**config.mk**
```make
export PLATFORM = sky130hd
export DESIGN_NAME = mhpq_controller
export DESIGN_NICKNAME = d
export VERILOG_FILES = /design/src/mhpq_pkg.sv /design/src/mhpq_controller.sv
export SDC_FILE = /design/constraint.sdc
export NUM_CORES = 1
export LEC_CHECK = 0
export BUFFER_PORTS_ARGS = -buffer_cell sky130_fd_sc_hd__buf_2
export CAP_MARGIN = 40
export CORE_AREA = 2 2 39 41
export DETAILED_ROUTE_END_ITERATION = 6
export DIE_AREA = 0 0 41 43
export GPL_TIMING_DRIVEN = 0
export PLACE_DENSITY = 0.7
export SLEW_MARGIN = 5
export SYNTH_ARGS = -nofsm -noshare
export SYNTH_HDL_FRONTEND = slang
export SYNTH_SLANG_ARGS = --single-unit
export TNS_END_PERCENT = 10
```
**constraint.sdc**
```tcl
create_clock -name aclk -period 1.89 [get_ports aclk]
set_input_delay 0.189 -clock aclk [delete_from_list [all_inputs] [get_ports aclk]]
set_output_delay 0.189 -clock aclk [all_outputs]
set_load 0.03 [all_outputs]
```
**src/mhpq_pkg.sv**
```systemverilog
// Shared types and constants for the min-heap priority queue.
`default_nettype none

package mhpq_pkg;

    // Field widths
    localparam int KEY_W       = 31;
    localparam int VAL_W       = 31;
    localparam int STATUS_W    = 2;
    localparam int COUNT_OUT_W = 11;

    // Default heap capacity
    localparam int HEAP_DEPTH_DEF = 1024;

    // Command codes
    localparam logic CMD_INSERT = 1'b0;
    localparam logic CMD_REMOVE = 1'b1;

    // Result status codes
    typedef enum logic [STATUS_W-1:0] {
        STATUS_OK    = 2'd0,
        STATUS_EMPTY = 2'd1,
        STATUS_FULL  = 2'd2
    } status_t;

    // Input word
    typedef struct packed {
        logic             command;
        logic [KEY_W-1:0] key;
        logic [VAL_W-1:0] payload;
    } in_item_t;

    // Result word
    typedef struct packed {
        logic [STATUS_W-1:0]    status;
        logic [KEY_W-1:0]       out_key;
        logic [VAL_W-1:0]       out_payload;
        logic [COUNT_OUT_W-1:0] entry_count;
    } out_item_t;

    // One heap slot
    typedef struct packed {
        logic [KEY_W-1:0] key;
        logic [VAL_W-1:0] payload;
    } heap_entry_t;

    // Datapath operations issued by the controller
    typedef enum logic [3:0] {
        OP_NONE,
        OP_START_INSERT,
        OP_SET_FULL,
        OP_SET_EMPTY,
        OP_READ_ROOT,
        OP_TAKE_ROOT,
        OP_TAKE_LAST,
        OP_READ_PARENT,
        OP_MOVE_PARENT,
        OP_PLACE,
        OP_READ_LEFT,
        OP_TAKE_LEFT,
        OP_TAKE_RIGHT,
        OP_MOVE_CHILD,
        OP_PUBLISH
    } dp_op_t;

    // Datapath flags seen by the controller
    typedef struct packed {
        logic full;
        logic empty;
        logic at_root;
        logic parent_greater;
        logic no_child;
        logic left_is_last;
        logic sink;
        logic out_free;
    } dp_status_t;

endpackage

`default_nettype wire

```
**src/mhpq_controller.sv**
```systemverilog
// Controller state machine that sequences inserts, removes and result hand-off.
`default_nettype none

module mhpq_controller
    import mhpq_pkg::*;
(
    input  wire logic       aclk,
    input  wire logic       aresetn,
    input  wire logic       s_valid,
    input  wire logic       s_command,
    input  wire dp_status_t status,
    output logic            s_ready,
    output dp_op_t          op
);

    typedef enum logic [3:0] {
        ST_IDLE,
        ST_INS_CHECK,
        ST_INS_CMP,
        ST_RM_ROOT,
        ST_RM_LAST,
        ST_DN_CHECK,
        ST_DN_LEFT,
        ST_DN_RIGHT,
        ST_DN_CMP,
        ST_FINISH
    } state_t;

    state_t state_reg;
    state_t state_next;
    logic   s_ready_reg;

    // Next state and datapath operation
    always_comb begin
        state_next = state_reg;
        op         = OP_NONE;
        unique case (state_reg)
            ST_IDLE: begin
                // Start only on a word that is actually taken
                if (s_valid && s_ready_reg) begin
                    if (s_command == CMD_INSERT) begin
                        if (status.full) begin
                            op         = OP_SET_FULL;
                            state_next = ST_FINISH;
                        end else begin
                            op         = OP_START_INSERT;
                            state_next = ST_INS_CHECK;
                        end
                    end else if (status.empty) begin
                        op         = OP_SET_EMPTY;
                        state_next = ST_FINISH;
                    end else begin
                        op         = OP_READ_ROOT;
                        state_next = ST_RM_ROOT;
                    end
                end
            end
            // Sift up: climb while the parent key is strictly greater
            ST_INS_CHECK: begin
                if (status.at_root) begin
                    op         = OP_PLACE;
                    state_next = ST_FINISH;
                end else begin
                    op         = OP_READ_PARENT;
                    state_next = ST_INS_CMP;
                end
            end
            ST_INS_CMP: begin
                if (status.parent_greater) begin
                    op         = OP_MOVE_PARENT;
                    state_next = ST_INS_CHECK;
                end else begin
                    op         = OP_PLACE;
                    state_next = ST_FINISH;
                end
            end
            // Remove: capture root, then fetch last entry
            ST_RM_ROOT: begin
                op         = OP_TAKE_ROOT;
                state_next = ST_RM_LAST;
            end
            ST_RM_LAST: begin
                op         = OP_TAKE_LAST;
                state_next = ST_DN_CHECK;
            end
            // Sift down one level at a time
            ST_DN_CHECK: begin
                if (status.no_child) begin
                    op         = OP_PLACE;
                    state_next = ST_FINISH;
                end else begin
                    op         = OP_READ_LEFT;
                    state_next = ST_DN_LEFT;
                end
            end
            ST_DN_LEFT: begin
                op         = OP_TAKE_LEFT;
                state_next = status.left_is_last ? ST_DN_CMP : ST_DN_RIGHT;
            end
            ST_DN_RIGHT: begin
                op         = OP_TAKE_RIGHT;
                state_next = ST_DN_CMP;
            end
            ST_DN_CMP: begin
                if (status.sink) begin
                    op         = OP_MOVE_CHILD;
                    state_next = ST_DN_CHECK;
                end else begin
                    op         = OP_PLACE;
                    state_next = ST_FINISH;
                end
            end
            // Hold the result until the output register is free
            ST_FINISH: begin
                if (status.out_free) begin
                    op         = OP_PUBLISH;
                    state_next = ST_IDLE;
                end
            end
            default: begin
                state_next = ST_IDLE;
            end
        endcase
    end

    // State and registered ready
    always_ff @(posedge aclk) begin
        if (!aresetn) begin
            state_reg   <= ST_IDLE;
            s_ready_reg <= 1'b0;
        end else begin
            state_reg   <= state_next;
            s_ready_reg <= (state_next == ST_IDLE);
        end
    end

    assign s_ready = s_ready_reg;

endmodule

`default_nettype wire

```
==> results.md, run 1 <==
- # fillers: 149
- CTS Buffer Depth: 2
- Global-route wire length before repair: 2300 um
- GRT Total Usage: 19.3%
- Critical path arrival: 1600 ps
- CP Capture Type: primary output
- CP cell instances: buf_2 > nor2_2 > o2111ai_1 > o21a_1 > o211ai_1 > buf_2
- Synth Instances: 71
- Fmax: 559 MHz
- Grt total ovfl: 0
- CTS root buf: clkbuf_4
- Final ANT Viol Nets: 0
- Max FFs per register: 4
- DR pass1 iterations: 4
- Pleak: 0.329 nW
- Netlist cell types: 43
- Slowest stage cell on the critical path: dfxtp_1
- Final hold violations: 0
- TritonCTS Buffers: 3
- DRC violation count after routing: 0
- Initial antenna violation count: 0
- Pins Over Slew Limit: 0
- Row Count: 14
- RSZ-0062 raised after global routing: false
- VDD IR max: 573 uV
- Chip Height: 43 um
- I/O pin count: 17
- Antenna diode count: 0
- Clk_skew: 0.0328 ps
- Pwr Density: 1480 nW/um2
- DR vias/cell: 5.82
- Synth Area in Simple Gates: 41.9%
- Endpoints failing setup: 0
- Crit path kind: register to primary output
- Register area share after synthesis: 16.9%
- Most common cell after layout, fill and taps aside: buf_2
- Mapped Area: 591 um2
- Final core utilization: 52.3%
- Seq pwr share: 19.1%
- Largest family of logic cells by synthesized area: simple AND/OR/NAND/NOR gates
- Worst Tran Pin Value: 310 ps
- Worst slack at placement: 245 ps
- Synth Area in XOR/XNOR: 0%
- Post-synthesis mux area share: 3.60%
- Core Area: 1380 um2
- Switching part of the total: 49.7%
- Status: finished, final reports clean
- Ys Warns: 0
- Die area: 1760 um2
- Routed len/inst: 13.4 um
- CP max stage delay: 330 ps
- Final wirelength: 1440 um
- Worst path buffer plus inverter count: 2
- Layout Nets: 104
- Clock period minus worst slack: 1790 ps
- Post-synthesis adder-cell area fraction: 0%
- Hold Buf Count CTS: 0
- Sw Pwr: 0.530 mW
- Die X: 41 um
- Clock sink count: 5
- Combinational Power Share: 69.9%
- Crit start category: register
- Commonest non-fill, non-tap cells in the layout: buf_2 (16), nand2_1 (5), inv_1 (4), clkbuf_4 (4), dfxtp_1 (4)
- DP Wirelength: 1190 um
- Hold Path Class: input pin to register
- Placer Congestion: 0.805
- Vias in the first global route: 547
- Layout cells sized above 1: 39.6%
- TritonCTS clock tree: built
- Layout Area Growth over Synthesis: 22.5%
- Initial core utilization: 42.7%
- Final worst slack: 102 ps
- Worst-path maximum fanout: 10
- PortBufs: 16
- Drt initial violations: 8
- Register bit count reported by yosys: 5
- Fin Setup TNS: 0 ps
- Clock power frac: 11.0%
- Most used cell, CP: buf_2
- Syn nets: 83
- Worst path top cell family by delay: buffers and inverters
- Vias after detailed routing: 623
- Internal Power: 0.538 mW
- Post-CTS Setup Bufs: 0
- Maxcap violations: 0
- Synth Area in Compound Gates: 29.7%
- Mean Syn Cell Area: 8.32 um2
- Relative slew slack: 79.2%
- Pin count of the biggest net entering global routing: 11
- # H-tree levels: 1
- Share of the clock period used by the worst path: 94.6%
- Clock-pin slew on the worst setup and hold paths: 40 ps
- Skew-Pair Late Insertion Delay: 230 ps
- Critical Path RT: 1700 ps
## area by class of cell
| type | count | area, um2 | area share [%] |
|---|---|---|---|
| Buffer | 4 | 31.3 | 4.33 |
| Clock buffer | 4 | 26.3 | 3.63 |
| Inverter | 4 | 15.0 | 2.08 |
| Multi-Input combinational cell | 58 | 444 | 61.4 |
| Sequential cell | 5 | 104 | 14.4 |
| Tap cell | 16 | 20.0 | 2.77 |
| Timing Repair Buffer | 16 | 82.6 | 11.4 |
## cell usage after synthesis (all sizes together)
library cell,n,area [um2]
and4b,1,10.0
mux2i,1,10.0
buf,4,31.3
nor2,2,10.0
nor4b,2,23.8
a31oi,2,12.5
inv,4,15.0
a32oi,1,8.76
nor2b,3,18.8
a211oi,1,7.51
nor3b,3,27.5
nand2b,3,18.8
dfxtp,5,100
and2,2,12.5
nand2,5,18.8
nand4,2,12.5
nand4b,1,15.0
and3b,1,8.76
a21oi,4,23.8
nor4,2,18.8
o21ai,3,15.0
and4bb,1,12.5
and2b,2,15.0
mux2,1,11.3
nor3,1,5.00
o221ai,1,15.0
o22ai,1,6.26
o211ai,3,32.5
o21bai,1,11.3
nand3,3,20.0
o211a,1,10.0
o2111ai,2,17.5
o21a,2,15.0
## final timing paths
| path | from | endpoint | slack [ps] | depth (start not counted) |
|---|---|---|---|---|
| setup / recovery | state_reg[1] | op[0] | 100 | 6 |
| hold / removal | aresetn | state_reg[3] | 190 | 2 |
| setup reg to reg | state_reg[3] | s_ready | 520 | 4 |
| hold reg to reg | s_ready | s_ready | 700 | 3 |
## power by group through the flow
stage	Clock (mW)	Combinational [mW]	Sequential (mW)
finish	0.117	0.746	0.204
global route	0.135	0.808	0.213
CTS	0.125	0.743	0.199
detailed placement	0	0.742	0.198
global placement	0	0.730	0.199
floorplan	0	0.569	0.200
## stage by stage
step                power [mW]  cells  hold WS (ps)  area, um2
floorplan                0.770     71           311        591
global placement         0.929    103           434        691
detailed placement       0.939    103           435        691
finish                    1.07    107           191        723
CTS                       1.07    107           182        718
global route              1.16    107           201        723
## worst reg2reg max path: stages, from the launching register on
cell and delay (ps):
dfxtp_1 460, buf_4 230, mux2i_1 210, nand4_1 160, nor4_2 220
## routing by layer
metal  up-vias  GRT usage (%)  routed length (um)  part of all wire [%]
met3         0           3.66                  53                   3.7
met4         0           10.7                   0                     0
met1       292           24.4                 643                    45
met5         -              0                   0                     0
met2        16           29.1                 739                    51
li1        315              -                   -                     -
## cells by family (layout without fill, tap and decap cells)
family	Yosys count	count (layout)
buffers and inverters	8	28
flip-flops	5	5
multiplexers	2	2
AND/OR/NAND/NOR	34	34
AO/OA/AOI/OAI	22	22
## timing repair
action,CTS,global route
cloned,0,0
endpoints found under the setup margin,1,1
gates resized for setup,1,2
pin swaps,0,0
endpoints found under the hold margin,0,0
(Power assumes the default switching activity.)
==> inputs of run 2 (changes only) <==
- BUFFER_PORTS_ARGS: -buffer_cell sky130_fd_sc_hd__buf_2 -> -buffer_cell sky130_fd_sc_hd__buf_4
- SLEW_MARGIN: 5 -> 20
==> run 2 against run 1 <==
- power is 5.1% higher
- die area did not move
- non-clock buffer count unchanged
- critical path depth unchanged
- utilization up 3.2 points
- sequential power increased by 2%
- largest cell class unchanged
- combinational power increased by 6.7%
==> results.md, run 2 (synthesized netlist as in run 1, its figures left out) <==
- CP Capture Type: primary output
- PortBufs: 16
- RSZ-0062 raised after global routing: false
- Worst slack at placement: 288 ps
- Crit path kind: register to primary output
- Skew-Pair Late Insertion Delay: 240 ps
- Max FFs per register: 4
- Routed len/inst: 13.5 um
- DR vias/cell: 5.86
- Clock period minus worst slack: 1730 ps
- Pleak: 0.340 nW
- Most common cell after layout, fill and taps aside: buf_4
- DP Wirelength: 1150 um
- CP cell instances: buf_2 > nor2_2 > o2111ai_1 > o21a_1 > o211ai_1 > buf_4
- GRT Total Usage: 19.8%
- Clock sink count: 5
- Vias in the first global route: 583
- DRC violation count after routing: 0
- Drt initial violations: 13
- Status: finished, final reports clean
- Core Area: 1380 um2
- VDD IR max: 795 uV
- Relative slew slack: 78.9%
- Min Hold Slack: 177 ps
- # fillers: 153
- Hold Path Class: input pin to register
- Share of the clock period used by the worst path: 91.3%
- CP max stage delay: 320 ps
- Worst-path maximum fanout: 10
- TritonCTS Buffers: 3
- Critical Path RT: 1700 ps
- Critical path arrival: 1540 ps
- Clock-pin slew on the worst setup and hold paths: 40 ps
- Layout Nets: 104
- Vias after detailed routing: 627
- Pins Over Slew Limit: 0
- Inst Count DP: 103
- Final ANT Viol Nets: 0
- I/O pin count: 17
- Pwr Density: 1460 nW/um2
- Die area: 1760 um2
- CTS Buffer Depth: 2
- Worst path buffer plus inverter count: 2
- Final worst slack: 165 ps
- Layout Area Growth over Synthesis: 29.9%
- Grt total ovfl: 0
- Clk_skew: 2.06 ps
- Post-CTS Setup Bufs: 0
- CTS root buf: clkbuf_4
- TritonCTS clock tree: built
- Die X: 41 um
- Final hold violations: 0
- Layout cells sized above 1: 39.6%
- Endpoints failing setup: 0
- Slowest stage cell on the critical path: dfxtp_1
- Post-Layout Cell Count: 107
- Maxcap violations: 0
- Initial antenna violation count: 0
- Placer Congestion: 0.804
- Final wirelength: 1450 um
- Fin Setup TNS: 0 ps
- Row Count: 14
- Fmax: 580 MHz
- # H-tree levels: 1
- Commonest non-fill, non-tap cells in the layout: buf_4 (18), nand2_1 (5), inv_1 (4), dfxtp_1 (4)
- Pin count of the biggest net entering global routing: 11
- Global-route wire length before repair: 2370 um
- Worst path top cell family by delay: buffers and inverters
- Initial core utilization: 42.7%
- Antenna diode count: 0
- DR pass1 iterations: 4
- Chip Height: 43 um
- Crit start category: register
- Worst Tran Pin Value: 315 ps
-- run 2: cell types whose count changed in the layout (fill, tap and decap cells not counted), sizes merged --
cell,before,now
buf,19,20
clkbuf,5,4
-- run 2: stage by stage --
stage                     cell area [um2]  total power, mW  utilization, %
final                                 767             1.12            55.4
after global routing                  767             1.22            55.4
after CTS                             757             1.11            54.7
after detailed placement              731            0.988            52.8
after global placement                731            0.979            52.8
after floorplan                       591            0.770               -
-- run 2: timing repair --
action,4_1_cts,5_1_grt
setup endpoints to repair,0,2
hold buffers,0,0
hold endpoints to repair,0,0
gates resized for setup,0,3
-- run 2: cell type report --
cell class / instances / area (um2) / area share, %
multi-input combinational: 58 / 450 / 58.7
timing repair buffer: 16 / 120 / 15.7
sequential: 5 / 104 / 13.5
buffer: 4 / 31.3 / 4.08
clock buffer: 4 / 26.3 / 3.43
tap: 16 / 20.0 / 2.61
inverter: 4 / 15.0 / 1.96
-- run 2: final timing paths --
kind                            cells after the start      endpoint  slack (ps)         start
worst max register to register                      4       s_ready         470  state_reg[3]
worst max-delay path                                6         op[0]         160  state_reg[1]
worst min register to register                      3       s_ready         710       s_ready
worst min-delay path                                2  state_reg[3]         180       aresetn
-- run 2: routing by layer --
layer,vias to the layer above,routed length (um),global-route usage (%)
met3,2,69,3.14
met4,0,6,10.0
met5,-,0,0
met2,16,763,30.3
met1,295,606,25.4
li1,314,-,-
-- run 2: report_power, final --
| part | leakage, nW | total [mW] | switching, mW | internal [mW] |
|---|---|---|---|---|
| combinational | 0.283 | 0.796 | 0.441 | 0.354 |
| clock | 0.0150 | 0.119 | 0.0398 | 0.0796 |
| sequential | 0.0416 | 0.208 | 0.0577 | 0.150 |
